**src/hdl/vbfe_pkg.sv**
```systemverilog
// Shared types, constants and the face corner table of the voxel boundary face emitter.
package vbfe_pkg;

  // Field widths
  localparam int CX_W   = 7;
  localparam int CY_W   = 7;
  localparam int CZ_W   = 6;
  localparam int DXY_W  = 8;
  localparam int DZ_W   = 7;
  localparam int VIDX_W = 21;
  localparam int W_W    = 9;   // nx + 1
  localparam int P_W    = 17;  // (nx + 1) * (ny + 1)
  localparam int NFACE  = 6;

  // Configuration port
  localparam int CFG_IDX_W  = 2;
  localparam int CFG_DATA_W = 8;
  localparam logic [CFG_IDX_W-1:0] CFG_X_DIV = 2'd0;
  localparam logic [CFG_IDX_W-1:0] CFG_Y_DIV = 2'd1;
  localparam logic [CFG_IDX_W-1:0] CFG_Z_DIV = 2'd2;

  localparam logic [DXY_W-1:0] X_DIV_RST = 8'd128;
  localparam logic [DXY_W-1:0] Y_DIV_RST = 8'd128;
  localparam logic [DZ_W-1:0]  Z_DIV_RST = 7'd64;

  localparam int DEF_MAX_X_CELLS = 128;
  localparam int DEF_MAX_Y_CELLS = 128;
  localparam int DEF_MAX_Z_CELLS = 64;

  // Operation codes
  localparam logic OP_LOAD  = 1'b0;
  localparam logic OP_QUERY = 1'b1;

  // Work queue between front and back
  localparam int QDEPTH = 2;

  typedef struct packed {
    logic [CX_W-1:0]  x;
    logic [CY_W-1:0]  y;
    logic [CZ_W-1:0]  z;
    logic [NFACE-1:0] mask;  // exposed faces: +z, -z, +y, -y, +x, -x
  } entry_t;

  // Corner codes per face: bit0 = +1 in x, bit1 = +1 in y, bit2 = +1 in z
  localparam logic [2:0] FACE_CORNERS [0:5][0:5] = '{
    '{3'd5, 3'd4, 3'd6, 3'd5, 3'd6, 3'd7},
    '{3'd0, 3'd1, 3'd3, 3'd0, 3'd3, 3'd2},
    '{3'd2, 3'd3, 3'd7, 3'd2, 3'd7, 3'd6},
    '{3'd0, 3'd5, 3'd1, 3'd0, 3'd4, 3'd5},
    '{3'd1, 3'd5, 3'd7, 3'd1, 3'd7, 3'd3},
    '{3'd4, 3'd0, 3'd2, 3'd4, 3'd2, 3'd6}
  };

endpackage

```
**src/hdl/vbfe_queue.sv**
```systemverilog
// Short queue of classified cells between front and back.
module vbfe_queue (
  input  logic             clk_i,
  input  logic             rst_ni,
  input  logic             push_i,
  input  vbfe_pkg::entry_t entry_i,
  output logic             full_o,
  input  logic             pop_i,
  output vbfe_pkg::entry_t entry_o,
  output logic             empty_o
);

  localparam int PW = (vbfe_pkg::QDEPTH > 1) ? $clog2(vbfe_pkg::QDEPTH) : 1;
  localparam int CW = $clog2(vbfe_pkg::QDEPTH + 1);

  vbfe_pkg::entry_t slots_q [vbfe_pkg::QDEPTH];
  logic [PW-1:0] wp_q;
  logic [PW-1:0] rp_q;
  logic [CW-1:0] cnt_q;

  assign full_o  = cnt_q == CW'(vbfe_pkg::QDEPTH);
  assign empty_o = cnt_q == '0;
  assign entry_o = slots_q[rp_q];

  always_ff @(posedge clk_i or negedge rst_ni) begin
    if (!rst_ni) begin
      wp_q  <= '0;
      rp_q  <= '0;
      cnt_q <= '0;
    end else begin
      if (push_i) wp_q <= (wp_q == PW'(vbfe_pkg::QDEPTH - 1)) ? '0 : wp_q + PW'(1);
      if (pop_i)  rp_q <= (rp_q == PW'(vbfe_pkg::QDEPTH - 1)) ? '0 : rp_q + PW'(1);
      if (push_i && !pop_i)      cnt_q <= cnt_q + CW'(1);
      else if (pop_i && !push_i) cnt_q <= cnt_q - CW'(1);
    end
  end

  always_ff @(posedge clk_i) begin
    if (push_i) slots_q[wp_q] <= entry_i;
  end

`ifndef ASSERT_OFF
  a_no_overflow: assert property (@(posedge clk_i) disable iff (!rst_ni)
    !(push_i && full_o && !pop_i))
    else $error("push into a full queue");

  a_no_underflow: assert property (@(posedge clk_i) disable iff (!rst_ni)
    !(pop_i && empty_o))
    else $error("pop from an empty queue");
`endif

endmodule

```
**config.mk**
```make
export PLATFORM = sky130hd
export DESIGN_NAME = vbfe_queue
export DESIGN_NICKNAME = d
export VERILOG_FILES = /design/src/hdl/vbfe_pkg.sv /design/src/hdl/vbfe_queue.sv
export SDC_FILE = /design/constraint.sdc
export NUM_CORES = 1
export LEC_CHECK = 0
export BUFFER_PORTS_ARGS = -buffer_cell sky130_fd_sc_hd__buf_2
export CORE_MARGIN = 5
export CORE_UTILIZATION = 58
export CTS_BUF_LIST = sky130_fd_sc_hd__clkbuf_4
export DETAILED_ROUTE_END_ITERATION = 16
export GPL_ROUTABILITY_DRIVEN = 0
export PLACE_DENSITY = 0.87
export SLEW_MARGIN = 5
export SYNTH_ARGS = -nofsm -noshare
export SYNTH_HDL_FRONTEND = slang
export SYNTH_SLANG_ARGS = --single-unit
```
**constraint.sdc**
```tcl
create_clock -name clk_i -period 3.3 [get_ports clk_i]
set_input_delay 0.33 -clock clk_i [delete_from_list [all_inputs] [get_ports clk_i]]
set_output_delay 0.33 -clock clk_i [all_outputs]
set_load 0.02 [all_outputs]
```
**After elaboration in Yosys (flattened, before gate mapping)**

Memories as Yosys holds them, arrays and structs flattened.
Index checks and enable logic that the tools add are counted.

- Flip-flop bits (word level): 4
- Memory bits (writable): 52
- Bits of input ports: 30
- Output and inout bits: 28
- Word-level logic and storage cells: 21
- Memories: 1

- Add/sub/neg operators: 4
- Equal/unequal tests: 1
- Muxes and demuxes: 6
- Reductions and logical operators: 6

Memory list:

| name | words | bits a word | read ports | clocked after Yosys merged registers in | wr ports | RTL line | RTL |
|---|---|---|---|---|---|---|---|
| slots_q | 2 | 26 | 1 | 0 | 1 | vbfe_queue.sv:16 | `vbfe_pkg::entry_t slots_q [vbfe_pkg::QDEPTH];` |

Operators with widths:

| cell | count |
|---|---|
| $mux 1 | 4 |
| $mux 2 | 2 |
| $add 1x1->1 const B | 2 |
| $add 2x1->2 const B | 1 |
| $eq 2x2->1 const B | 1 |
| $logic_and 1x1->1 | 2 |
| $logic_not 1->1 | 2 |
| $logic_not 2->1 | 1 |
| $reduce_bool 2->1 | 1 |
| $sub 2x1->2 const B | 1 |

**Logic depth before layout (Yosys ltp)**

Gate-level depths: netlist of run 1.

- Word-level depth: 4
- Gate-level depth with buffers: 5
- Mapped depth without buffers: 5

**Worst setup path before layout of run 1**

No wires, ideal clock.

- Path kind: reg2reg
- Start point: register wp_q
- End point: memory slots_q[0][0] in the netlist's numbering, enable pin
- Library setup time: 0.412 ns
- Arrival: 1.578 ns
- Data required time: 2.888 ns
- Setup slack: 1.310 ns
- Stages on the path, launching flop included: 2
- Buffers on the path: 0
- Clock period less this slack: 1.990 ns
- Cell sequence: dfrtp_1 > nor2b_1

RTL lines:

| item | RTL line | RTL |
|---|---|---|
| start: declaration | vbfe_queue.sv:17 | `logic [PW-1:0] wp_q;` |
| start signal: assignment | vbfe_queue.sv:31 | `if (push_i) wp_q <= (wp_q == PW'(vbfe_pkg::QDEPTH - 1)) ? '0 : wp_q + PW'(1);` |
| end: declaration | vbfe_queue.sv:16 |  |

No word-level cell before the write port.

==> flow_summary_export.csv, run 1 <==
group,metric,value,unit
run_status,outcome,"complete, no violations",
setup_path,crit_fanout,22,
yosys,ys_warn_count,0,
yosys,synth_top_area_cell,"edfxtp_1",
timing,whs,0.147,ns
timing,grt_setup_unrepaired,"no",
setup_path,cp-start-kind,"register",
clock_tree,cts_tree,"done",
timing,post-route-min-period,2.18,ns
place,dp_hpwl,2.32,mm
clock_tree,cts_buffers,5,
pwr,leakagePower,0.00105,uW
setup_path,rr_worst_depth,2,
drt,viasPerCell,4.88,
setup_path,max_stage_delay,0.54,ns
finish,multi_input_area,449,sq um
yosys,yosys-top-cells-count,"52 x edfxtp_1, 19 x mux2_4, 7 x mux2_2",
clock_tree,clock_latency,0.36,ns
grt,gr-total-overflow,0,
timing,maxSlewHeadroom,76.2,%
yosys,synth_compound_area_share,0,%
drt,first_iter_violations,49,
yosys,synthAdderAreaFrac,0.578,%
grt,grt_pass1_wl,5.05,mm
yosys,synth_top_area_share,72.2,%
pwr,power_frac_seq,48.7,%
finish,layout-drive-gt1-share,58.3,%
yosys,synth.net_count,128,
clock_tree,cts_resized,0,
die,core_area,3630,sq um
die,dieArea,5050,sq um
finish,area_delta_synth_final,17.9,%
yosys,syn_area_per_cell,22.3,sq um
timing,tns,0,ns
grt,antenna_found_initial,0,
timing,skew,0.0108,ns
clock_tree,cts_root_buf,"clkbuf_4",
clock_tree,clk_pin_slew_worst_paths,0.14,ns
pwr,combPwrFrac,37.8,%
place,numPortBuffers,57,
clock_tree,cts_setup_buffers,0,
yosys,synth-seq-cells,56,
die,die_h,71.1,um
finish,antenna_cells,0,
die,start_util,59.5,%
grt,grt_pass1_vias,1089,
job,cap_violations,0,
yosys,ys_types,13,
yosys,synth_top_family_by_area,"multiplexers",
drt,wirelength,3.16,mm
yosys,muxShareOfSynthArea,16.8,%
yosys,synthXorXnorAreaFrac,2.02,%
timing,tightestPinTransition,0.356,ns
setup_path,crit_family,"buffers and inverters",
pwr,clkPwrFrac,13.5,%
setup_path,critical-path-slowest-cell,"dfrtp_1",
yosys,synth-simple-area-share,1.21,%
yosys,ys.flop_type,"edfxtp_1",
clock_tree,h-tree-depth,2,
worst_hold_path,hold_depth,1,
setup_path,critPathRequiredTime,2.97,ns
yosys,yosysSeqAreaShare,76.8,%
yosys,syn_area,2160,sq um
pwr,netSwitchingFraction,32.5,%
timing,finalHoldViolCount,0,
setup_path,end_kind,"primary output",
setup_path,crit_type,"register to primary output",
pwr,ir_worst_vdd,0.542,mV
setup_path,cp.depth,3,
grt,grt_max_degree,23,
yosys,synth_edf_count,52,
pwr,switching_power,674,uW
timing,post-route-period-util,66.1,%
finish,regArea,1660,sq um
drt,routedWlPerCell,15.0,um
timing,max_freq,0.458,GHz
drt,drtPass1Iterations,3,
grt,grt_use_total,13.4,%
yosys,synth_area_leaders,"edfxtp_1 72%, mux2_4 13%, dfrtp_1 4.6%, mux2_2 3.6%, buf_12 1.9%",
yosys,yosys.cell_count.top_type,"edfxtp_1",
finish,fill_cells,251,
pwr,intPower,1400,uW
timing,setup_viol,0,
timing,slew_violations,0,
worst_hold_path,hold_path_class,"input port to register",
pwr,cellPowerDensity,813,nW/um^2
setup_path,arrival,1.85,ns
die,pin_count,58,
yosys,synth_cells,97,
yosys,async_flop_share,7.14,%
finish,nets,193,
setup_path,crit_buf_inv,2,
drt,vias,1030,
clock_tree,clkSinkCount,56,
drt,ant_nets,0,
clock_tree,clk_path_buf_depth,2,
die,num_rows,22,
drt,drc,0,
setup_path,cp_cell_sequence,"buf_4 > mux2_2 > buf_2",
die,die_w,71.1,um
-- path summary, 6_finish.rpt --
check,startpoint,endpoint,slack [ns]
min in group asynchronous,rst_ni,wp_q$_DFFE_PN0P_,0.29
setup / recovery,rp_q$_DFFE_PN0P_,entry_o[25],1.12
max in group asynchronous,rst_ni,rp_q$_DFFE_PN0P_,2.89
hold reg to reg,cnt_q[1]$_DFFE_PN0P_,cnt_q[1]$_DFFE_PN0P_,0.50
hold / removal,entry_i[8],slots_q[1][8]$_DFFE_PP_,0.15
setup reg to reg,wp_q$_DFFE_PN0P_,slots_q[0][19]$_DFFE_PP_,1.87
-- through the flow --
step	utilization [%]	setup slack, ns	power (uW)	std cells	instance area, sq um
after CTS	70.2	1.07	2110	211	2550
after global placement	68.3	1.56	1800	202	2480
after floorplan	-	1.31	1650	97	2160
final	70.2	1.12	2070	211	2550
after global routing	70.2	0.968	2190	211	2550
after detailed placement	68.3	1.50	1830	202	2480
-- cells in the final DEF, fill, tap and decap left out --
cell type      count
dlygate4sd3_1      1
buf_2             57
edfxtp_1          52
mux2_2             7
dfrtp_1            4
clkbuf_4           7
nor2_1             2
inv_1              1
clkinv_2           1
mux2_4            19
nor2b_2            1
and2_1             1
xnor2_1            1
ha_1               1
buf_4              3
xor2_1             4
nor2b_1            1
-- flip-flops by register name, summed over array words and instances, names as in the netlist --
signal / count
wp_q: 1
cnt_q: 2
rp_q: 1
slots_q: 52
-- layer usage --
layer  vias up  GRT usage, %  routed length, um
met5         -             0                  0
met4         0          4.38                 38
met3         3          6.82                335
met2        41          22.7               1610
met1       488          14.6               1180
li1        498             -                  -
-- power groups by stage --
stage / combinational, uW / clock (uW) / sequential, uW
floorplan: 652 / 0 / 1000
global placement: 784 / 0 / 1020
detailed placement: 800 / 0 / 1030
CTS: 801 / 296 / 1010
global route: 837 / 331 / 1020
finish: 783 / 280 / 1010
-- worst reg2reg max path, stage by stage, from the launching register on --
cell     delay, ns
dfrtp_1       0.43
nor2b_2       0.33
buf_4         0.35
-- logic make-up after synthesis --
family,Yosys count
flops,56
mux,26
xor+xnor,5
simple gates,5
buf+inv,4
fa+ha+maj,1
-- cell type report --
class | instances | share of cell area, %
clock buffers | 7 | 2.06
clock inverters | 1 | 0.196
inverters | 1 | 0.147
multi-input cells | 37 | 17.6
flip-flops and latches | 56 | 65.2
repair buffers | 61 | 12.5
well taps | 48 | 2.36
-- repair_timing --
item,CTS,global route
hold buffers,1,0
endpoints found under the setup margin,0,0
hold endpoints to repair,4,0
(Power assumes the default switching activity.)
==> run 2, diff against run 1 <==
--- a/config.mk
+++ b/config.mk
@@ -7,11 +7,11 @@
 export LEC_CHECK = 0
 export BUFFER_PORTS_ARGS = -buffer_cell sky130_fd_sc_hd__buf_2
 export CORE_MARGIN = 5
-export CORE_UTILIZATION = 58
+export CORE_UTILIZATION = 48
 export CTS_BUF_LIST = sky130_fd_sc_hd__clkbuf_4
 export DETAILED_ROUTE_END_ITERATION = 16
 export GPL_ROUTABILITY_DRIVEN = 0
-export PLACE_DENSITY = 0.87
+export PLACE_DENSITY = 0.77
 export SLEW_MARGIN = 5
 export SYNTH_ARGS = -nofsm -noshare
 export SYNTH_HDL_FRONTEND = slang
==> constraint.sdc (replaced) <==
create_clock -name clk_i -period 2 [get_ports clk_i]
set_input_delay 0.2 -clock clk_i [delete_from_list [all_inputs] [get_ports clk_i]]
set_output_delay 0.2 -clock clk_i [all_outputs]
set_load 0.02 [all_outputs]
==> flow_summary_export.csv, run 2 (same netlist as run 1, synthesis figures left out) <==
group,metric,value,unit
setup_path,end_kind,"primary output",
place,dp_hpwl,2.51,mm
timing,skew,0.00716,ns
clock_tree,h-tree-depth,2,
drt,wirelength,3.61,mm
finish,layout-drive-gt1-share,50.8,%
timing,slew_violations,0,
pwr,power,3660,uW
grt,grt_use_total,12.4,%
finish,biggestRegsByFlops,"slots_q x52, cnt_q x2",
setup_path,critPathRequiredTime,1.80,ns
finish,design_area,2870,sq um
clock_tree,clock_latency,0.37,ns
timing,finalHoldViolCount,0,
finish,largest_register_ffs,52,
drt,routedWlPerCell,14.9,um
timing,post-route-period-util,87.9,%
setup_path,crit_type,"register to primary output",
drt,first_iter_violations,45,
clock_tree,cts_tree,"done",
setup_path,cp-start-kind,"register",
clock_tree,clk_path_buf_depth,2,
finish,regMostFlops,"slots_q",
place,place_area,2510,sq um
run_status,outcome,"complete, no violations",
clock_tree,cts_resized,0,
job,cap_violations,0,
die,dieArea,5950,sq um
grt,grt_pass1_vias,1201,
drt,vias,1124,
timing,maxSlewHeadroom,73.0,%
die,pin_count,58,
grt,gr-total-overflow,0,
worst_hold_path,hold_path_end,"slots_q[1][21]$_DFFE_PP_",
timing,max_freq,0.569,GHz
clock_tree,cts_buffers,5,
grt,grt_max_degree,21,
die,num_rows,24,
finish,final_common_cell,"buf_2",
timing,setup_viol,0,
die,core_area,4350,sq um
pwr,ir_worst_vdd,0.613,mV
place,numPortBuffers,57,
finish,area_delta_synth_final,32.7,%
worst_hold_path,hold_depth,1,
die,start_util,49.7,%
clock_tree,clkSinkCount,56,
worst_hold_path,hold_path_class,"input port to register",
die,die_w,77.1,um
finish,antenna_cells,0,
finish,mostFrequentLayoutCells,"57 x buf_2, 52 x edfxtp_1, 27 x dlygate4sd3_1, 19 x mux2_4, 7 x mux2_2",
drt,ant_nets,0,
timing,tightestPinTransition,0.403,ns
finish,nets,221,
worst_hold_path,hold_start,"entry_i[21]",
pwr,cellPowerDensity,1280,nW/um^2
setup_path,reg2reg_setup_slack,0.62,ns
drt,drc,0,
finish,fill_cells,287,
clock_tree,cts_setup_buffers,0,
setup_path,crit_fanout,16,
setup_path,r2r-end,"slots_q[0][9]$_DFFE_PP_",
setup_path,r2r-start,"wp_q$_DFFE_PN0P_",
setup_path,rr_worst_depth,2,
pwr,leakagePower,0.00118,uW
grt,grt_pass1_wl,5.73,mm
timing,post-route-min-period,1.76,ns
timing,tns,0,ns
drt,viasPerCell,4.63,
timing,grt_setup_unrepaired,"no",
die,die_h,77.1,um
drt,drtPass1Iterations,3,
setup_path,arrival,1.56,ns
clock_tree,clk_pin_slew_worst_paths,0.16,ns
grt,antenna_found_initial,0,
clock_tree,cts_root_buf,"clkbuf_4",
finish,finish.utilization,65.9,%
run 2: per-stage QoR:
stage | instances | worst slack, ns | hold WS, ns
6_report | 243 | 0.241 | 0.0134
3_5_place_dp | 208 | 0.608 | 0.0105
4_1_cts | 240 | 0.213 | 0.000156
5_1_grt | 243 | 0.143 | 0.000105
3_3_place_gp | 208 | 0.665 | 0.00666
2_1_floorplan | 97 | 0.00987 | -0.0956
run 2: layer usage:
metal	vias up	wire length (um)	global-route usage [%]
met5	-	0	0
met4	0	68	5.67
met3	8	222	3.51
met2	37	1910	21.3
met1	526	1420	14.2
li1	553	-	-
run 2: how the worst max path moves through the flow:
stage | startpoint | endpoint | slack [ns] | depth (start not counted)
after floorplan | wp_q$_DFFE_PN0P_ | slots_q[0][0]$_DFFE_PP_ | 0.01 | 1
after global placement | rp_q$_DFFE_PN0P_ | entry_o[6] | 0.66 | 3
after detailed placement | wp_q$_DFFE_PN0P_ | slots_q[0][23]$_DFFE_PP_ | 0.61 | 2
after CTS | rp_q$_DFFE_PN0P_ | entry_o[6] | 0.21 | 3
after global routing | rp_q$_DFFE_PN0P_ | entry_o[6] | 0.14 | 3
final | rp_q$_DFFE_PN0P_ | entry_o[6] | 0.24 | 3
run 2: critical path: stages, from the launching register on:
cell and delay, ns:
dfrtp_1 0.37, buf_4 0.28, mux2_2 0.38, buf_2 0.16
run 2: report_power, final:
group | internal, uW | switching (uW)
clock network | 268 | 342
registers | 1560 | 81.8
logic | 652 | 759
total | 2480 | 1180
run 2: timing repair:
| action | in CTS | in global routing |
|---|---|---|
| hold buffers | 24 | 3 |
| setup endpoints to repair | 0 | 0 |
| endpoints found under the hold margin | 48 | 6 |
run 2: final cells by class:
class	count	area (sq um)	share of cell area, %
repair buffers	89	606	21.1
multi-input cells	37	449	15.6
clock inverters	3	47.5	1.66
clock buffers	5	37.5	1.31
inverters	1	3.75	0.131
flip-flops and latches	56	1660	57.9
well taps	52	65.1	2.27
==> run 3, diff against run 2 <==
--- a/config.mk
+++ b/config.mk
@@ -7,11 +7,11 @@
 export LEC_CHECK = 0
 export BUFFER_PORTS_ARGS = -buffer_cell sky130_fd_sc_hd__buf_2
 export CORE_MARGIN = 5
-export CORE_UTILIZATION = 48
+export CORE_UTILIZATION = 44
 export CTS_BUF_LIST = sky130_fd_sc_hd__clkbuf_4
 export DETAILED_ROUTE_END_ITERATION = 16
 export GPL_ROUTABILITY_DRIVEN = 0
-export PLACE_DENSITY = 0.77
+export PLACE_DENSITY = 0.71
 export SLEW_MARGIN = 5
 export SYNTH_ARGS = -nofsm -noshare
 export SYNTH_HDL_FRONTEND = slang
==> flow_summary_export.csv, run 3 (same netlist as run 1, synthesis figures left out) <==
group,metric,value,unit
run_status,outcome,"complete, no violations",
die,die_h,80.1,um
drt,viasPerCell,4.46,
setup_path,arrival,1.59,ns
drt,vias,1134,
die,core_area,4750,sq um
setup_path,max_stage_delay,0.38,ns
place,dp_hpwl,2.44,mm
drt,drc,0,
setup_path,crit_buf_inv,2,
finish,layout-drive-gt1-share,51.3,%
clock_tree,cts_root_buf,"clkbuf_4",
clock_tree,cts_resized,0,
setup_path,critPathRequiredTime,1.80,ns
grt,grt_pass1_vias,1140,
timing,maxSlewHeadroom,78.7,%
setup_path,crit_type,"register to primary output",
finish,nets,217,
worst_hold_path,hold_path_class,"input port to register",
clock_tree,clk_path_buf_depth,2,
setup_path,end_kind,"primary output",
drt,ant_nets,0,
setup_path,r2r-start,"wp_q$_DFFE_PN0P_",
drt,routedWlPerCell,14.0,um
timing,grt_setup_unrepaired,"no",
die,dieArea,6420,sq um
pwr,leakagePower,0.00115,uW
timing,setup_viol,0,
pwr,netSwitchingFraction,31.8,%
pwr,switching_power,1140,uW
setup_path,rr_worst_depth,2,
finish,mostFrequentLayoutCells,"57 x buf_2, 52 x edfxtp_1, 22 x dlygate4sd3_1, 19 x mux2_4, 7 x mux2_2",
job,cap_violations,0,
finish,design_area,2820,sq um
drt,drtPass1Iterations,4,
grt,grt_max_degree,20,
pwr,cellPowerDensity,1270,nW/um^2
die,start_util,45.5,%
finish,regMostFlops,"slots_q",
finish,final_common_cell,"buf_2",
pwr,combPwrFrac,38.6,%
grt,grt_use_total,11.3,%
finish,antenna_cells,0,
setup_path,critPathLaunch,"rp_q$_DFFE_PN0P_",
die,pin_count,58,
die,die_w,80.1,um
timing,tns,0,ns
pwr,power_frac_seq,45.7,%
finish,largest_register_ffs,52,
finish,fill_cells,389,
worst_hold_path,hold_depth,1,
clock_tree,cts_setup_buffers,0,
pwr,ir_worst_vdd,0.616,mV
clock_tree,cts_tree,"done",
finish,area_delta_synth_final,30.5,%
clock_tree,cts_buffers,5,
timing,tightestPinTransition,0.319,ns
timing,post-route-period-util,89.5,%
finish,biggestRegsByFlops,"slots_q x52, cnt_q x2",
setup_path,reg2reg_setup_slack,0.85,ns
pwr,intPower,2450,uW
grt,gr-total-overflow,0,
setup_path,cp-start-kind,"register",
drt,wirelength,3.55,mm
die,num_rows,25,
clock_tree,clock_latency,0.36,ns
timing,slew_violations,0,
worst_hold_path,hold_start,"entry_i[7]",
setup_path,cp_cell_sequence,"buf_4 > mux2_2 > buf_2",
setup_path,crit_family,"buffers and inverters",
timing,skew,0.00774,ns
grt,grt_pass1_wl,5.34,mm
clock_tree,h-tree-depth,2,
place,numPortBuffers,57,
timing,finalHoldViolCount,0,
setup_path,crit_fanout,19,
drt,first_iter_violations,60,
timing,max_freq,0.559,GHz
place,place_area,2530,sq um
clock_tree,clkSinkCount,56,
clock_tree,clk_pin_slew_worst_paths,0.14,ns
pwr,clkPwrFrac,15.8,%
timing,post-route-min-period,1.79,ns
setup_path,cp.depth,3,
grt,antenna_found_initial,0,
setup_path,critical-path-slowest-cell,"mux2_2",
run 3: final cells by class:
type	instances	area, sq um	share of cell area (%)
multi-input cells	37	449	15.9
clock buffers	5	37.5	1.33
flip-flops and latches	56	1660	58.8
clock inverters	3	37.5	1.33
well taps	67	83.8	2.97
repair buffers	85	551	19.5
inverters	1	3.75	0.133
run 3: final timing paths:
check	to
worst min register to register	cnt_q[1]$_DFFE_PN0P_
min in group asynchronous	rp_q$_DFFE_PN0P_
max in group asynchronous	wp_q$_DFFE_PN0P_
worst min-delay path	slots_q[1][7]$_DFFE_PP_
worst max register to register	slots_q[0][22]$_DFFE_PP_
worst max-delay path	entry_o[10]
run 3: repair_timing:
item | in CTS | in global routing
hold endpoints to repair | 11 | 34
hold buffers | 5 | 17
endpoints found under the setup margin | 0 | 0
run 3: power by group through the flow:
stage	Combinational, uW	Clock, uW	Sequential [uW]
after floorplan	1080	0	1650
after global placement	1360	0	1660
after detailed placement	1380	0	1670
after CTS	1390	589	1650
after global routing	1490	640	1670
final	1390	567	1640
run 3: stage by stage:
| step | std cells | hold WS, ns | setup slack (ns) | utilization (%) | total power [uW] |
|---|---|---|---|---|---|
| 6_report | 254 | 0.0280 | 0.210 | 59.4 | 3600 |
| 5_1_grt | 254 | 0.000939 | 0.104 | 59.4 | 3800 |
| 4_1_cts | 237 | 0.000575 | 0.172 | 55.8 | 3620 |
| 3_5_place_dp | 224 | 0.0114 | 0.602 | 53.2 | 3050 |
| 3_3_place_gp | 224 | 0.00833 | 0.644 | 53.2 | 3020 |
| 2_1_floorplan | 97 | -0.0956 | 0.00987 | - | 2730 |
run 3: metal layers:
layer	global-route usage, %	up-vias	wire length [um]
met5	0	-	0
met4	5.07	0	59
met3	3.92	7	287
met2	18.4	44	1750
met1	13.6	536	1460
li1	-	547	-
