<file path="config.mk">
export PLATFORM = sky130hd
export DESIGN_NAME = vbfe_back
export DESIGN_NICKNAME = d
export VERILOG_FILES = /design/src/hdl/vbfe_pkg.sv /design/src/hdl/vbfe_back.sv
export SDC_FILE = /design/constraint.sdc
export NUM_CORES = 1
export LEC_CHECK = 0
export BUFFER_PORTS_ARGS = -buffer_cell sky130_fd_sc_hd__buf_2
export CAP_MARGIN = 20
export CORE_MARGIN = 2
export CORE_UTILIZATION = 40
export CTS_BUF_LIST = sky130_fd_sc_hd__clkbuf_4 sky130_fd_sc_hd__clkbuf_8 sky130_fd_sc_hd__clkbuf_16
export CTS_CLUSTER_SIZE = 28
export DETAILED_ROUTE_END_ITERATION = 6
export PLACE_DENSITY = 0.59
export SLEW_MARGIN = 10
export SYNTH_ARGS = -nofsm -noshare
export SYNTH_HDL_FRONTEND = slang
export SYNTH_SLANG_ARGS = --single-unit
</file>
<file path="constraint.sdc">
create_clock -name clk_i -period 7 [get_ports clk_i]
set_clock_uncertainty 0.15 [all_clocks]
set_input_delay 0.35 -clock clk_i [delete_from_list [all_inputs] [get_ports clk_i]]
set_output_delay 0.35 -clock clk_i [all_outputs]
set_load 0.1 [all_outputs]
</file>
<file path="src/hdl/vbfe_pkg.sv">
// Shared types, constants and the face corner table of the voxel boundary face emitter.
package vbfe_pkg;

  // Field widths
  localparam int CX_W   = 7;
  localparam int CY_W   = 7;
  localparam int CZ_W   = 6;
  localparam int DXY_W  = 8;
  localparam int DZ_W   = 7;
  localparam int VIDX_W = 21;
  localparam int W_W    = 9;   // nx + 1
  localparam int P_W    = 17;  // (nx + 1) * (ny + 1)
  localparam int NFACE  = 6;

  // Configuration port
  localparam int CFG_IDX_W  = 2;
  localparam int CFG_DATA_W = 8;
  localparam logic [CFG_IDX_W-1:0] CFG_X_DIV = 2'd0;
  localparam logic [CFG_IDX_W-1:0] CFG_Y_DIV = 2'd1;
  localparam logic [CFG_IDX_W-1:0] CFG_Z_DIV = 2'd2;

  localparam logic [DXY_W-1:0] X_DIV_RST = 8'd128;
  localparam logic [DXY_W-1:0] Y_DIV_RST = 8'd128;
  localparam logic [DZ_W-1:0]  Z_DIV_RST = 7'd64;

  localparam int DEF_MAX_X_CELLS = 128;
  localparam int DEF_MAX_Y_CELLS = 128;
  localparam int DEF_MAX_Z_CELLS = 64;

  // Operation codes
  localparam logic OP_LOAD  = 1'b0;
  localparam logic OP_QUERY = 1'b1;

  // Work queue between front and back
  localparam int QDEPTH = 2;

  typedef struct packed {
    logic [CX_W-1:0]  x;
    logic [CY_W-1:0]  y;
    logic [CZ_W-1:0]  z;
    logic [NFACE-1:0] mask;  // exposed faces: +z, -z, +y, -y, +x, -x
  } entry_t;

  // Corner codes per face: bit0 = +1 in x, bit1 = +1 in y, bit2 = +1 in z
  localparam logic [2:0] FACE_CORNERS [0:5][0:5] = '{
    '{3'd5, 3'd4, 3'd6, 3'd5, 3'd6, 3'd7},
    '{3'd0, 3'd1, 3'd3, 3'd0, 3'd3, 3'd2},
    '{3'd2, 3'd3, 3'd7, 3'd2, 3'd7, 3'd6},
    '{3'd0, 3'd5, 3'd1, 3'd0, 3'd4, 3'd5},
    '{3'd1, 3'd5, 3'd7, 3'd1, 3'd7, 3'd3},
    '{3'd4, 3'd0, 3'd2, 3'd4, 3'd2, 3'd6}
  };

endpackage

</file>
<file path="src/hdl/vbfe_back.sv">
// Back end: turns a classified cell into vertex indices, registered, one per cycle while ready.
module vbfe_back (
  input  logic                        clk_i,
  input  logic                        rst_ni,
  input  vbfe_pkg::entry_t            entry_i,
  input  logic                        empty_i,
  output logic                        pop_o,
  input  logic [vbfe_pkg::W_W-1:0]    row_w_i,
  input  logic [vbfe_pkg::P_W-1:0]    plane_p_i,
  output logic                        out_valid_o,
  input  logic                        out_ready_i,
  output logic [vbfe_pkg::VIDX_W-1:0] vertex_index_o,
  output logic                        last_o
);

  typedef enum logic [1:0] {B_IDLE, B_MUL, B_ADD, B_EMIT} bst_e;

  bst_e st_q;
  logic [vbfe_pkg::NFACE-1:0] rem_q;
  logic [2:0]                 k_q;
  logic                       ovalid_q;

  logic [vbfe_pkg::CX_W-1:0]   x_q;
  logic [vbfe_pkg::CY_W-1:0]   y_q;
  logic [vbfe_pkg::CZ_W-1:0]   z_q;
  logic [vbfe_pkg::VIDX_W-1:0] zp_q;
  logic [15:0]                 yw_q;
  logic [vbfe_pkg::VIDX_W-1:0] base_q;
  logic [vbfe_pkg::VIDX_W-1:0] vidx_q;
  logic                        last_q;

  logic [22:0]                 zp_full;
  logic [15:0]                 yw_full;
  logic [2:0]                  face;
  logic [vbfe_pkg::NFACE-1:0]  fbit;
  logic [2:0]                  corner;
  logic [vbfe_pkg::VIDX_W-1:0] idx;
  logic                        last_c;
  logic                        ld;

  always_comb begin
    pop_o   = (st_q == B_IDLE) && !empty_i;
    zp_full = 23'(z_q) * 23'(plane_p_i);
    yw_full = 16'(y_q) * 16'(row_w_i);

    // lowest remaining face goes first
    face = 3'd0;
    for (int i = vbfe_pkg::NFACE - 1; i >= 0; i--) begin
      if (rem_q[i]) face = 3'(i);
    end
    fbit   = vbfe_pkg::NFACE'(1) << face;
    corner = vbfe_pkg::FACE_CORNERS[face][k_q];
    idx    = base_q
           + (corner[2] ? vbfe_pkg::VIDX_W'(plane_p_i) : '0)
           + (corner[1] ? vbfe_pkg::VIDX_W'(row_w_i) : '0)
           + vbfe_pkg::VIDX_W'(corner[0]);
    last_c = (k_q == 3'd5) && (rem_q == fbit);
    ld     = (st_q == B_EMIT) && (!ovalid_q || out_ready_i);
  end

  always_ff @(posedge clk_i or negedge rst_ni) begin
    if (!rst_ni) begin
      st_q     <= B_IDLE;
      rem_q    <= '0;
      k_q      <= '0;
      ovalid_q <= 1'b0;
    end else begin
      if (ld) ovalid_q <= 1'b1;
      else if (out_ready_i) ovalid_q <= 1'b0;
      case (st_q)
        B_IDLE: begin
          if (!empty_i) begin
            rem_q <= entry_i.mask;
            k_q   <= '0;
            st_q  <= B_MUL;
          end
        end
        B_MUL: st_q <= B_ADD;
        B_ADD: st_q <= B_EMIT;
        B_EMIT: begin
          if (ld) begin
            if (k_q == 3'd5) begin
              k_q   <= '0;
              rem_q <= rem_q & ~fbit;
              if (last_c) st_q <= B_IDLE;
            end else begin
              k_q <= k_q + 3'd1;
            end
          end
        end
        default: st_q <= B_IDLE;
      endcase
    end
  end

  always_ff @(posedge clk_i) begin
    if (pop_o) begin
      x_q <= entry_i.x;
      y_q <= entry_i.y;
      z_q <= entry_i.z;
    end
    if (st_q == B_MUL) begin
      zp_q <= zp_full[vbfe_pkg::VIDX_W-1:0];
      yw_q <= yw_full;
    end
    if (st_q == B_ADD) begin
      base_q <= zp_q + vbfe_pkg::VIDX_W'(yw_q) + vbfe_pkg::VIDX_W'(x_q);
    end
    if (ld) begin
      vidx_q <= idx;
      last_q <= last_c;
    end
  end

  assign out_valid_o    = ovalid_q;
  assign vertex_index_o = vidx_q;
  assign last_o         = last_q;

`ifndef ASSERT_OFF
  a_emit_has_face: assert property (@(posedge clk_i) disable iff (!rst_ni)
    (st_q == B_EMIT) |-> (rem_q != '0))
    else $error("emitting with no exposed face left");

  a_last_ends_cell: assert property (@(posedge clk_i) disable iff (!rst_ni)
    (ld && last_c) |=> (st_q == B_IDLE) && (k_q == 3'd0))
    else $error("back kept emitting after the final index of a cell");
`endif

endmodule

</file>
=== Word level (Yosys, flattened, before mapping) ===
Memory sizes are Yosys's and may differ from the RTL's.
Cells that the tools add are included.

* Add/sub/neg operators: 6
* $mul: 2
* Magnitude comparators: 2
* Equality and inequality tests: 9
* Shifts and indexed selects: 1
* Mux-type cells: 28
* Bitwise gates (word level): 4
* Reductions and logical operators: 12

{| class="wikitable"
|+ Operators by type and width
! kind !! count
|-
| $mux 18 || 2
|-
| $mux 3 || 11
|-
| $add 21x1->21 || 1
|-
| $add 21x16->21 || 1
|-
| $add 21x17->21 || 1
|-
| $add 21x7->21 || 1
|-
| $add 21x9->21 || 1
|-
| $mul 6x17->21 || 1
|-
| $mux 6 || 3
|-
| $mux 17 || 1
|-
| $mul 7x9->16 || 1
|-
| $pmux 6 s2 || 1
|-
| $bmux 3 s3 || 1
|-
| $mux 9 || 1
|-
| $ge 4x4->1 const B || 2
|-
| $mux 2 || 4
|-
| $ne 2x2->1 const B || 4
|-
| $not 3->4 || 2
|-
| $pmux 2 s4 || 1
|-
| $reduce_and 4->1 || 2
|-
| $and 6x6->6 || 1
|-
| $eq 6x6->1 || 1
|-
| $not 6->6 || 1
|-
| $pmux 3 s2 || 1
|-
| 12 further kinds || 18
|}

* Flip-flop bits (word level): 112
* Memory bits (read-only): 144
* Bits of input ports: 56
* Output and inout port bits: 24
* Logic and storage cells: 77
* Memories: 1

{| class="wikitable"
|+ Memory list
! memory !! words !! width !! read ports !! clocked after memory_dff !! wr ports !! RTL line !! RTL
|-
| (name not given) || 8 || 18 || 1 || 0 || 0 || vbfe_back.sv:52 || <nowiki>corner = vbfe_pkg::FACE_CORNERS[face][k_q];</nowiki>
|}

=== Logic depth before layout (Yosys ltp) ===
Gate-level depths: netlist (run 1).

* Depth after elaboration: 17
* Depth in mapped cells: 21
* Mapped depth without buffers: 20

=== Worst setup path before layout (run 1) ===
No wires, ideal clock.

* Path type: flip-flop to flip-flop
* Start point: register rem_q[4] in the netlist's numbering
* End point: register vidx_q (netlist bit vertex_index_o[19]), data pin
* Setup time: 0.137 ns
* Arrival: 4.617 ns
* Slack: 2.096 ns
* Cell stages (with the launch flop): 20
* Path buffers: 0
* Clock period less this slack: 4.904 ns
* Path through: dfrtp_1 -> nor2b_1 -> o21bai_1 -> a21oi_1 -> inv_1 -> ha_1 -> mux2i_1 -> nor2_1 -> a211oi_1 -> o31ai_2 -> and2_1 -> fa_1 -> ha_1 -> a2111oi_4 -> o31a_1 -> o21bai_2 -> a2111oi_4 -> o21ai_2 -> or4b_1 -> nand4_1

* Longest elaborated chain between the ends: 16
* Elaborated cells between the ends (all ways): 17
* Those cells by class: add/sub: 3; mux: 12; bitwise: 1; memory: 1

{| class="wikitable"
|+ Ends and longest elaborated chain
! element !! RTL line !! RTL
|-
| start: declaration || vbfe_back.sv:19 || <nowiki>logic [vbfe_pkg::NFACE-1:0] rem_q;</nowiki>
|-
| start signal: assignment || vbfe_back.sv:73 || <nowiki>rem_q <= entry_i.mask;</nowiki>
|-
| start signal: assignment || vbfe_back.sv:84 || <nowiki>rem_q <= rem_q & ~fbit;</nowiki>
|-
| $mux 3 * (5 in a row) || vbfe_back.sv:49 || <nowiki>if (rem_q[i]) face = 3'(i);</nowiki>
|-
| $not 3->4 (implied by the code) * || vbfe_back.sv:52 ||
|-
| $mem_v2 8x18 * || -- ||
|-
| $mux 18 (implied by the code) * (2 in a row) || vbfe_back.sv:52 ||
|-
| $bmux 3 s3 * || vbfe_back.sv:52 ||
|-
| $mux 3 (implied by the code) * (2 in a row) || vbfe_back.sv:52 ||
|-
| $mux 17 || vbfe_back.sv:54 || <nowiki>+ (corner[2] ? vbfe_pkg::VIDX_W'(plane_p_i) : '0)</nowiki>
|-
| $add 21x17->21 || vbfe_back.sv:54 ||
|-
| $add 21x9->21 || vbfe_back.sv:55 || <nowiki>+ (corner[1] ? vbfe_pkg::VIDX_W'(row_w_i) : '0)</nowiki>
|-
| $add 21x1->21 * || vbfe_back.sv:56 || <nowiki>+ vbfe_pkg::VIDX_W'(corner[0]);</nowiki>
|-
| named net idx (one bit) || vbfe_back.sv:37 || <nowiki>logic [vbfe_pkg::VIDX_W-1:0] idx;</nowiki>
|-
| end signal: assignment || vbfe_back.sv:110 || <nowiki>vidx_q <= idx;</nowiki>
|-
| end: declaration || vbfe_back.sv:29 || <nowiki>logic [vbfe_pkg::VIDX_W-1:0] vidx_q;</nowiki>
|}

Mark *: on every way through the listed nets, which the timed path passes. The rest lies on a longest branch. The select of a mux whose other input is x is not followed.
A chain may end at the register's enable or synchronous reset.

=== Final worst setup path (run 1) ===
* Start point: register rem_q[5] in the netlist's numbering
* End point: register vidx_q (netlist bit vertex_index_o[19]), data pin

* Longest elaborated chain between the ends: 17
* Elaborated cells between the ends (all ways): 18
* Those cells by class: add/sub: 3; mux: 13; bitwise: 1; memory: 1

{| class="wikitable"
|+ Ends and longest elaborated chain
! element !! RTL line
|-
| $mux 3 * (6 in a row) || vbfe_back.sv:49
|-
| $not 3->4 (implied by the code) * || vbfe_back.sv:52
|-
| $mem_v2 8x18 * || --
|-
| $mux 18 (implied by the code) * (2 in a row) || vbfe_back.sv:52
|-
| $bmux 3 s3 * || vbfe_back.sv:52
|-
| $mux 3 (implied by the code) * (2 in a row) || vbfe_back.sv:52
|-
| $mux 17 || vbfe_back.sv:54
|-
| $add 21x17->21 || vbfe_back.sv:54
|-
| $add 21x9->21 || vbfe_back.sv:55
|-
| $add 21x1->21 * || vbfe_back.sv:56
|-
| named net idx (one bit) || vbfe_back.sv:37
|}

Marked as above.

==> results of run 1 <==
-- logic make-up (layout without fill, tap and decap cells) --
family                   after synthesis  after routing
AO/OA/AOI/OAI                        177            177
XOR/XNOR                              67             67
adder cells (fa/ha/maj)              239            239
buffers and inverters                149            223
flip-flops                           112            112
multiplexers                          12             12
other                                  0              1
AND/OR/NAND/NOR                      317            317
-- synthesized netlist by cell type, types with 20 or more instances --
cell type / n
sky130_fd_sc_hd__clkbuf_1: 23
sky130_fd_sc_hd__and2_1: 67
sky130_fd_sc_hd__xor2_1: 21
sky130_fd_sc_hd__ha_1: 127
sky130_fd_sc_hd__xnor2_1: 46
sky130_fd_sc_hd__o21ai_0: 22
sky130_fd_sc_hd__nor2_1: 36
sky130_fd_sc_hd__a21oi_1: 60
sky130_fd_sc_hd__edfxtp_1: 100
sky130_fd_sc_hd__inv_1: 124
sky130_fd_sc_hd__fa_1: 112
sky130_fd_sc_hd__a21o_1: 20
sky130_fd_sc_hd__nand2_1: 164
-- state kept, by name, indices dropped and copies added (netlist names) --
name            flops
y_q                 7
out_valid_o         1
vertex_index_o     21
zp_q               21
k_q                 3
base_q             21
z_q                 6
yw_q               16
x_q                 7
st_q                2
rem_q               6
last_o              1
-- critical path, delay by kind of cell, from the launching register on --
family | cells | cell delay (ns)
adder cells (fa/ha/maj) | 3 | 1.11
AND/OR/NAND/NOR | 4 | 1.24
buffers and inverters | 1 | 0.09
flip-flops | 1 | 0.40
multiplexers | 1 | 0.14
AO/OA/AOI/OAI | 9 | 2.62
-- worst paths after layout --
check	end	slack (ns)	cells after the start
setup / recovery	vertex_index_o[19]	1.10	18
hold / removal	z_q[2]	0.02	1
setup reg to reg	vertex_index_o[19]	1.10	18
hold reg to reg	out_valid_o	0.39	2
max in group asynchronous	rem_q[3]	6.20	2
min in group asynchronous	rem_q[2]	0.25	2
-- final cells by class --
cell class	count	area [µm²]	area share, %
antenna	1	2.50	0.0207
clock buffer	11	240	1.99
clock inverter	5	41.3	0.341
inverter	124	465	3.85
multi-input combinational	812	7190	59.4
sequential	112	3300	27.3
tap	341	427	3.53
timing repair buffer	83	433	3.58
-- through the flow --
| stage | setup slack, ns | cells | hold WS (ns) | util, % |
|---|---|---|---|---|
| after CTS | 1.09 | 1487 | 0.00101 | 44.7 |
| final | 1.10 | 1489 | 0.0155 | 44.8 |
| after detailed placement | 1.12 | 1469 | 0.107 | 43.6 |
| after global placement | 1.26 | 1469 | 0.108 | 43.6 |
| after global routing | 0.617 | 1488 | 0.000151 | 44.8 |
| after floorplan | 2.10 | 1073 | -0.0956 | - |
-- repair_timing --
action	4_1_cts	5_1_grt
gates resized for setup	0	0
hold buffers	2	1
hold endpoints to repair	13	1
-- routing by layer --
metal / up-vias / wire, µm / global-route usage (%)
met2: 138 / 10300 / 27.3
met1: 3729 / 10700 / 22.7
met3: 24 / 862 / 2.37
li1: 3741 / - / -
met4: 0 / 307 / 4.16
met5: - / 0 / 0
==> results.env, run 1 <==
STATUS='completed'
SYNTH_TOP_FAMILY_BY_AREA='adder cells'
SYNTH_CELLS=1073
LAYOUT.CELLS.MOST_COMMON_LIST='164 x sky130_fd_sc_hd__nand2_1, 126 x sky130_fd_sc_hd__ha_1, 124 x sky130_fd_sc_hd__inv_1'
MAX_SLEW.WORST_PIN.SLEW_NS=1.05
POST-ROUTE-DRC-COUNT=0
DETAIL_ROUTE.WIRELENGTH_UM=22200
STARTING_DENSITY_OF_THE_CORE_PCT=40.9
WORST_HOLD_STARTPOINT='entry_i[8]'
POSTCTSSETUPREPAIRBUFS=0
FLOORPLAN.DIE.HEIGHT_UM=170
TIMING.FINAL.HOLD_VIOLATIONS=0
PERIOD_MINUS_SLACK_NS=5.90
SYN-CELL-AREA_MM2=0.0110
NUMBER_OF_DISTINCT_LIBRARY_CELLS_AFTER_SYNTHESIS=58
GR-USAGE-ALL-LAYERS_PCT=16.4
CELL_CHAIN_OF_THE_CRITICAL_PATH='nor2b_1 -> o21bai_1 -> a21oi_1 -> inv_1 -> ha_1 -> mux2i_1 -> a211oi_1 -> o31ai_2 -> and2_1 -> fa_1 -> ha_1 -> a2111oi_4 -> o31a_1 -> o21bai_2 -> a2111oi_4 -> o21ai_2 -> or4b_1 -> nand4_1'
SYNTH-MAIN-FF-CELL='sky130_fd_sc_hd__edfxtp_1'
DP_HPWL_UM=18600
AREAGROWTHSYNTHTOFINISH_PCT=9.55
NUMBER_OF_SYNTHESIZED_FLOPS_WITH_AN_ENABLE_PIN=100
TRITONCTS='built'
CRITICAL_PATH_SOURCE_TYPE='register'
TIMING.CRITICAL_PATH.REQUIRED_NS=7.08
DIE_AREA_MM2=0.0290
TIMING.CRITICAL_PATH.SLOWEST_CELL_DELAY_NS=0.72
FMAXACHIEVABLE_MHz=169
POST-ROUTE-CELL-AREA_MM2=0.0121
VIASPERCELL=5.13
MAX-CLOCK-PATH-BUFFERS=2
WORST_SETUP_HOLD_PATH_CLK_SLEW_NS=0.09
CORE_AREA_MM2=0.0270
MAX-SLEW-MARGIN-REL_PCT=29.9
SYNTH_TOP_CELL_BY_AREA='sky130_fd_sc_hd__edfxtp_1'
FINAL.SETUP.TNS_NS=0
PATH_MAX_FANOUT=17
PORT_BUFFERS=79
FP.DIEW_UM=170
CRITPATHCAPTURETYPE='register'
CRIT_TYPE='register to register'
HP-CLASS='input port to register'
SYNTHXORXNORAREAFRAC_PCT=5.31
DR.PASS1.ITERS=5
GP_CONGESTION=0.830
FLOPS_LATCHES_SYNTH=112
LAYOUT_WORST_PATH_CYCLE_SHARE_PCT=84.3
VIAS=7632
FIRST_GLOBAL_VIAS=7828
POST_SYNTHESIS_SHARE_OF_CELL_AREA_SPENT_ON_AND_OR_NAND_AND_NOR_GATES_PCT=13.4
MUXSHAREOFSYNTHAREA_PCT=1.12
CLOCK_LATENCY_NS=0.36
POSTSYNTHAREAPERCELL_UM2=10.3
TIMING.FINAL.MAX_SLEW_VIOLATIONS=0
WIRE_LENGTH_OF_THE_FIRST_GLOBAL_ROUTING_PASS_UM=37900
FINALSETUPVIOLCOUNT=0
WORST_R2R_SRC='rem_q[5]'
PLACED_AREA_MM2=0.0118
YOSYS.AREA.TOP_TYPE_SHARE_PCT=27.2
SYNTH.TOP_CELLS.BY_AREA='sky130_fd_sc_hd__edfxtp_1 27%, sky130_fd_sc_hd__fa_1 20%, sky130_fd_sc_hd__ha_1 14%'
SYNTH-COMPOUND-AREA-SHARE_PCT=10.5
NUMBER_OF_ANTENNA_VIOLATIONS_AT_THE_FIRST_CHECK_IN_GLOBAL_ROUTING=3
FINAL_LAYOUT_SIZE_SUFFIX_GT1_SHARE_PCT=9.59
SYNTHESIS.YOSYS.WARNINGS=0
GRT.OVERFLOW.TOTAL=0
YS_ASYNC_SR_FRACTION_PCT=10.7
FRACTION_OF_THE_YOSYS_AREA_TAKEN_BY_SEQUENTIAL_CELLS_PCT=29.9
FLOORPLAN.ROWS=60
FINAL_NETS=1437
PORTS_PLACED_ON_THE_BOUNDARY=80
CTS_HTREE_LEVELS=3
TRITONCTS.NUM_BUFFERS=9
SYNTH_ADDER_AREA_SHARE_PCT=34.7
DRV.MAX_CAP_VIOLATION_COUNT=0
SYNTHESIS.NETS=1368
CTS.SINKS=112
GRT_START_MAX_NET_PINS=38
CLOCK-ROOT-BUFFER='sky130_fd_sc_hd__clkbuf_16'
DRT_FIRST_ITER_VIOLATIONS=443
FINAL_ANTENNA_NET_COUNT=0
ROUTED_WIRE_LENGTH_PER_INSTANCE_UM=14.9
RSZ0062_AT_GRT='no'
ARRIVAL_NS=5.98
CRITPATHLAUNCH='rem_q[5]'
CPMAXSTAGEDELAYCELL='sky130_fd_sc_hd__o31ai_2'
FILLCELLCOUNT=2582
FINAL_COMMON_CELL='sky130_fd_sc_hd__nand2_1'
Power of run 1 is left out: the tool's default activity adds up to more than one toggle a clock period on the data nets, which glitch-free logic cannot reach.
==> run 2: changes to the inputs <==
--- a/config.mk
+++ b/config.mk
@@ -5,6 +5,7 @@
 export SDC_FILE = /design/constraint.sdc
 export NUM_CORES = 1
 export LEC_CHECK = 0
+export ABC_AREA = 1
 export BUFFER_PORTS_ARGS = -buffer_cell sky130_fd_sc_hd__buf_2
 export CAP_MARGIN = 20
 export CORE_MARGIN = 2
==> constraint.sdc (replaced) <==
create_clock -name clk_i -period 5.91 [get_ports clk_i]
set_clock_uncertainty 0.15 [all_clocks]
set_input_delay 0.2955 -clock clk_i [delete_from_list [all_inputs] [get_ports clk_i]]
set_output_delay 0.2955 -clock clk_i [all_outputs]
set_load 0.1 [all_outputs]
==> results.env, run 2 <==
VDD_DROP_MAX_V=0.000204
CRITICAL_PATH_SOURCE_TYPE='register'
POSTSYNTHAREAPERCELL_UM2=8.38
POWER.INTERNAL_W=0.00219
POWER_PER_CELL_AREA_mW_PER_MM2=335
YOSYS.AREA.TOP_TYPE_SHARE_PCT=24.8
FLOPS_LATCHES_SYNTH=112
LAYOUT.CORE_UTILIZATION_PCT=44.9
PLACEMENT.SETUP.WORST_SLACK_NS=1.46
DRT_FIRST_ITER_VIOLATIONS=644
PORT_BUFFERS=79
FLOORPLAN.ROWS=63
RSZ0062_AT_GRT='no'
FINAL_COMMON_CELL='sky130_fd_sc_hd__nand2_1'
CTS.SINKS=112
ROUTED_WIRE_LENGTH_PER_INSTANCE_UM=15.1
GR-USAGE-ALL-LAYERS_PCT=19.4
CRIT_TYPE='register to register'
HP-CLASS='input port to register'
LAYOUT.CELLS.MOST_COMMON_LIST='411 x sky130_fd_sc_hd__nand2_1, 242 x sky130_fd_sc_hd__inv_1, 127 x sky130_fd_sc_hd__ha_1'
TIMING.FINAL.HOLD_VIOLATIONS=0
CLOCK_LATENCY_NS=0.37
TRITONCTS.NUM_BUFFERS=9
CRITPATHCAPTURETYPE='register'
SYN-CELL-AREA_MM2=0.0121
MAX-SLEW-MARGIN-REL_PCT=31.5
SYNTHESIS.YOSYS.WARNINGS=0
FINAL_NETS=1819
DP.CELLS=1882
MAX_SLEW.WORST_PIN.SLEW_NS=1.03
SYNTH_TOP_CELLS_BY_COUNT='411 x sky130_fd_sc_hd__nand2_1, 242 x sky130_fd_sc_hd__inv_1, 127 x sky130_fd_sc_hd__ha_1'
POWER_FRAC_COMB_PCT=62.0
GRT_START_MAX_NET_PINS=38
STARTING_DENSITY_OF_THE_CORE_PCT=40.7
STATUS='completed'
P_CLK_SHARE_PCT=13.4
SYNTHESIS.NETS=1738
ARRIVAL_NS=4.45
DIE_AREA_MM2=0.0316
VIAS=9447
SYNTH_TOP_CELL_BY_AREA='sky130_fd_sc_hd__edfxtp_1'
DRV.MAX_CAP_VIOLATION_COUNT=0
FP.DIEW_UM=178
WORST_SETUP_HOLD_PATH_CLK_SLEW_NS=0.08
POWER_SWITCHING_SHARE_PCT=50.8
TIMING.CRITICAL_PATH.SLOWEST_CELL_DELAY_NS=0.52
FIRST_GLOBAL_VIAS=9394
SHARE_SEQ_OF_TOTAL_POWER_PCT=24.6
CELL_CHAIN_OF_THE_CRITICAL_PATH='nor2_4 -> nor3_1 -> inv_1 -> ha_1 -> nand2_1 -> nand3_2 -> a21oi_1 -> fa_1 -> fa_1 -> nand2_1 -> nand2_1 -> o21ai_1 -> o21ai_0 -> nand3b_1 -> nand2_1 -> nand2_1 -> nand2_1'
RR_WORST_DEPTH=17
DETAIL_ROUTE.WIRELENGTH_UM=28900
FRACTION_OF_THE_YOSYS_AREA_TAKEN_BY_SEQUENTIAL_CELLS_PCT=27.3
NUMBER_OF_DISTINCT_LIBRARY_CELLS_AFTER_SYNTHESIS=44
P_LEAK_nW=6.84
POST-ROUTE-DRC-COUNT=0
TIMING.CRITICAL_PATH.REQUIRED_NS=5.87
PLACED_AREA_MM2=0.0128
INTERNAL_REG_TO_REG_SETUP_SLACK_NS=1.42
TIMING.HOLD.WORST_PATH_DEPTH=3
GP_CONGESTION=0.903
AREAGROWTHSYNTHTOFINISH_PCT=10.2
SYNTH.TOP_CELLS.BY_AREA='sky130_fd_sc_hd__edfxtp_1 25%, sky130_fd_sc_hd__fa_1 19%, sky130_fd_sc_hd__ha_1 13%'
MAX-CLOCK-PATH-BUFFERS=2
CLOCK-ROOT-BUFFER='sky130_fd_sc_hd__clkbuf_16'
CRIT-REG2REG-CAPTURE='vertex_index_o[14]'
CORE_AREA_MM2=0.0297
YOSYSMOSTFREQUENTCELL='sky130_fd_sc_hd__nand2_1'
POSTCTSSETUPREPAIRBUFS=0
SYNTH-MAIN-FF-CELL='sky130_fd_sc_hd__edfxtp_1'
FINAL_LAYOUT_SIZE_SUFFIX_GT1_SHARE_PCT=9.35
DP_HPWL_UM=24000
DR.PASS1.ITERS=5
YS_ASYNC_SR_FRACTION_PCT=10.7
MIN_DELAY_WORST_ENDPOINT='rem_q[5]'
GRT.OVERFLOW.TOTAL=0
SYNTH_CELLS=1443
FINAL_ANTENNA_NET_COUNT=0
VIASPERCELL=4.92
PATH_MAX_FANOUT=17
TIMING.FINAL.MAX_SLEW_VIOLATIONS=0
WORST_HOLD_STARTPOINT='entry_i[5]'
CTS_HTREE_LEVELS=3
POST-ROUTE-CELL-AREA_MM2=0.0133
CPMAXSTAGEDELAYCELL='sky130_fd_sc_hd__fa_1'
CTSRESIZECOUNT=0
PERIOD_MINUS_SLACK_NS=4.49
NUMBER_OF_ANTENNA_VIOLATIONS_AT_THE_FIRST_CHECK_IN_GLOBAL_ROUTING=0
POST_LAYOUT_NONFILLER_INSTANCES=1919
NUMBER_OF_SYNTHESIZED_FLOPS_WITH_AN_ENABLE_PIN=100
FMAXACHIEVABLE_MHz=223
WORST_SLACK_NS=1.42
FINAL.SETUP.TNS_NS=0
WORST_R2R_SRC='rem_q[3]'
FINALSETUPVIOLCOUNT=0
CRITICAL-PATH-TOP-CELL-BY-COUNT='sky130_fd_sc_hd__nand2_1'
LAYOUT_WORST_PATH_CYCLE_SHARE_PCT=76.0
FLOORPLAN.DIE.HEIGHT_UM=178
WIRE_LENGTH_OF_THE_FIRST_GLOBAL_ROUTING_PASS_UM=47700
NUM_ANTENNA_CELLS=0
NET-SWITCHING-POWER_W=0.00227
TRITONCTS='built'
PORTS_PLACED_ON_THE_BOUNDARY=80
## run 2: cell families after synthesis
| group | synth area share [%] |
|---|---|
| flip-flops | 27.3 |
| AND/OR/NAND/NOR | 21.4 |
| adder cells (fa/ha/maj) | 31.7 |
| buffers and inverters | 9.06 |
| XOR/XNOR | 3.33 |
| AO/OA/AOI/OAI | 7.24 |
## run 2: metrics by stage
step                      total power [W]  hold WS (ns)
after floorplan                   0.00328        -0.150
after global routing              0.00485        0.0492
final                             0.00446        0.0335
after global placement            0.00384        0.0508
after CTS                         0.00448        0.0215
after detailed placement          0.00385        0.0577
## run 2: worst max-delay path by stage
stage | startpoint | endpoint | slack [ns] | cells past startpoint
floorplan | y_q[1] | yw_q[15] | 1.79 | 16
global placement | rem_q[2] | vertex_index_o[14] | 1.48 | 17
detailed placement | rem_q[3] | vertex_index_o[14] | 1.46 | 17
CTS | rem_q[2] | vertex_index_o[14] | 1.41 | 17
global route | rem_q[5] | vertex_index_o[14] | 1.08 | 23
finish | rem_q[3] | vertex_index_o[14] | 1.42 | 17
## run 2: routing by layer
metal / part of all wire, % / global-route usage, % / wire [µm]
met5: 0 / 0 / 0
met4: 1.2 / 4.61 / 351
met3: 4.0 / 2.34 / 1160
met2: 48 / 32.5 / 13800
met1: 47 / 26.7 / 13600
## run 2: area by class of cell
| cell class | count | area [µm²] |
|---|---|---|
| fillers | 2927 | 16400 |
| multi-input cells | 1051 | 7700 |
| flip-flops and latches | 112 | 3300 |
| inverters | 247 | 927 |
| repair buffers | 103 | 628 |
| well taps | 390 | 488 |
| clock buffers | 10 | 233 |
| clock inverters | 6 | 51.3 |
## run 2: timing repair
item	4_1_cts	5_1_grt
hold buffers	21	0
endpoints found under the hold margin	32	0
endpoints found under the setup margin	0	0
## run 2: worst max-delay path, delay by kind of cell, from the launching register on
kind / cells / cell delay, ns
flip-flops: 1 / 0.47
buffers and inverters: 1 / 0.16
AO/OA/AOI/OAI: 3 / 0.84
AND/OR/NAND/NOR: 10 / 1.36
adder cells (fa/ha/maj): 3 / 1.26
## run 2: power groups by stage
stage / clock network [W] / logic [W] / registers, W
6_report: 0.000599 / 0.00277 / 0.00110
2_1_floorplan: 0 / 0.00167 / 0.00161
3_5_place_dp: 0 / 0.00274 / 0.00111
3_3_place_gp: 0 / 0.00273 / 0.00111
5_1_grt: 0.000645 / 0.00310 / 0.00110
4_1_cts: 0.000615 / 0.00277 / 0.00110
(Power assumes the default switching activity.)
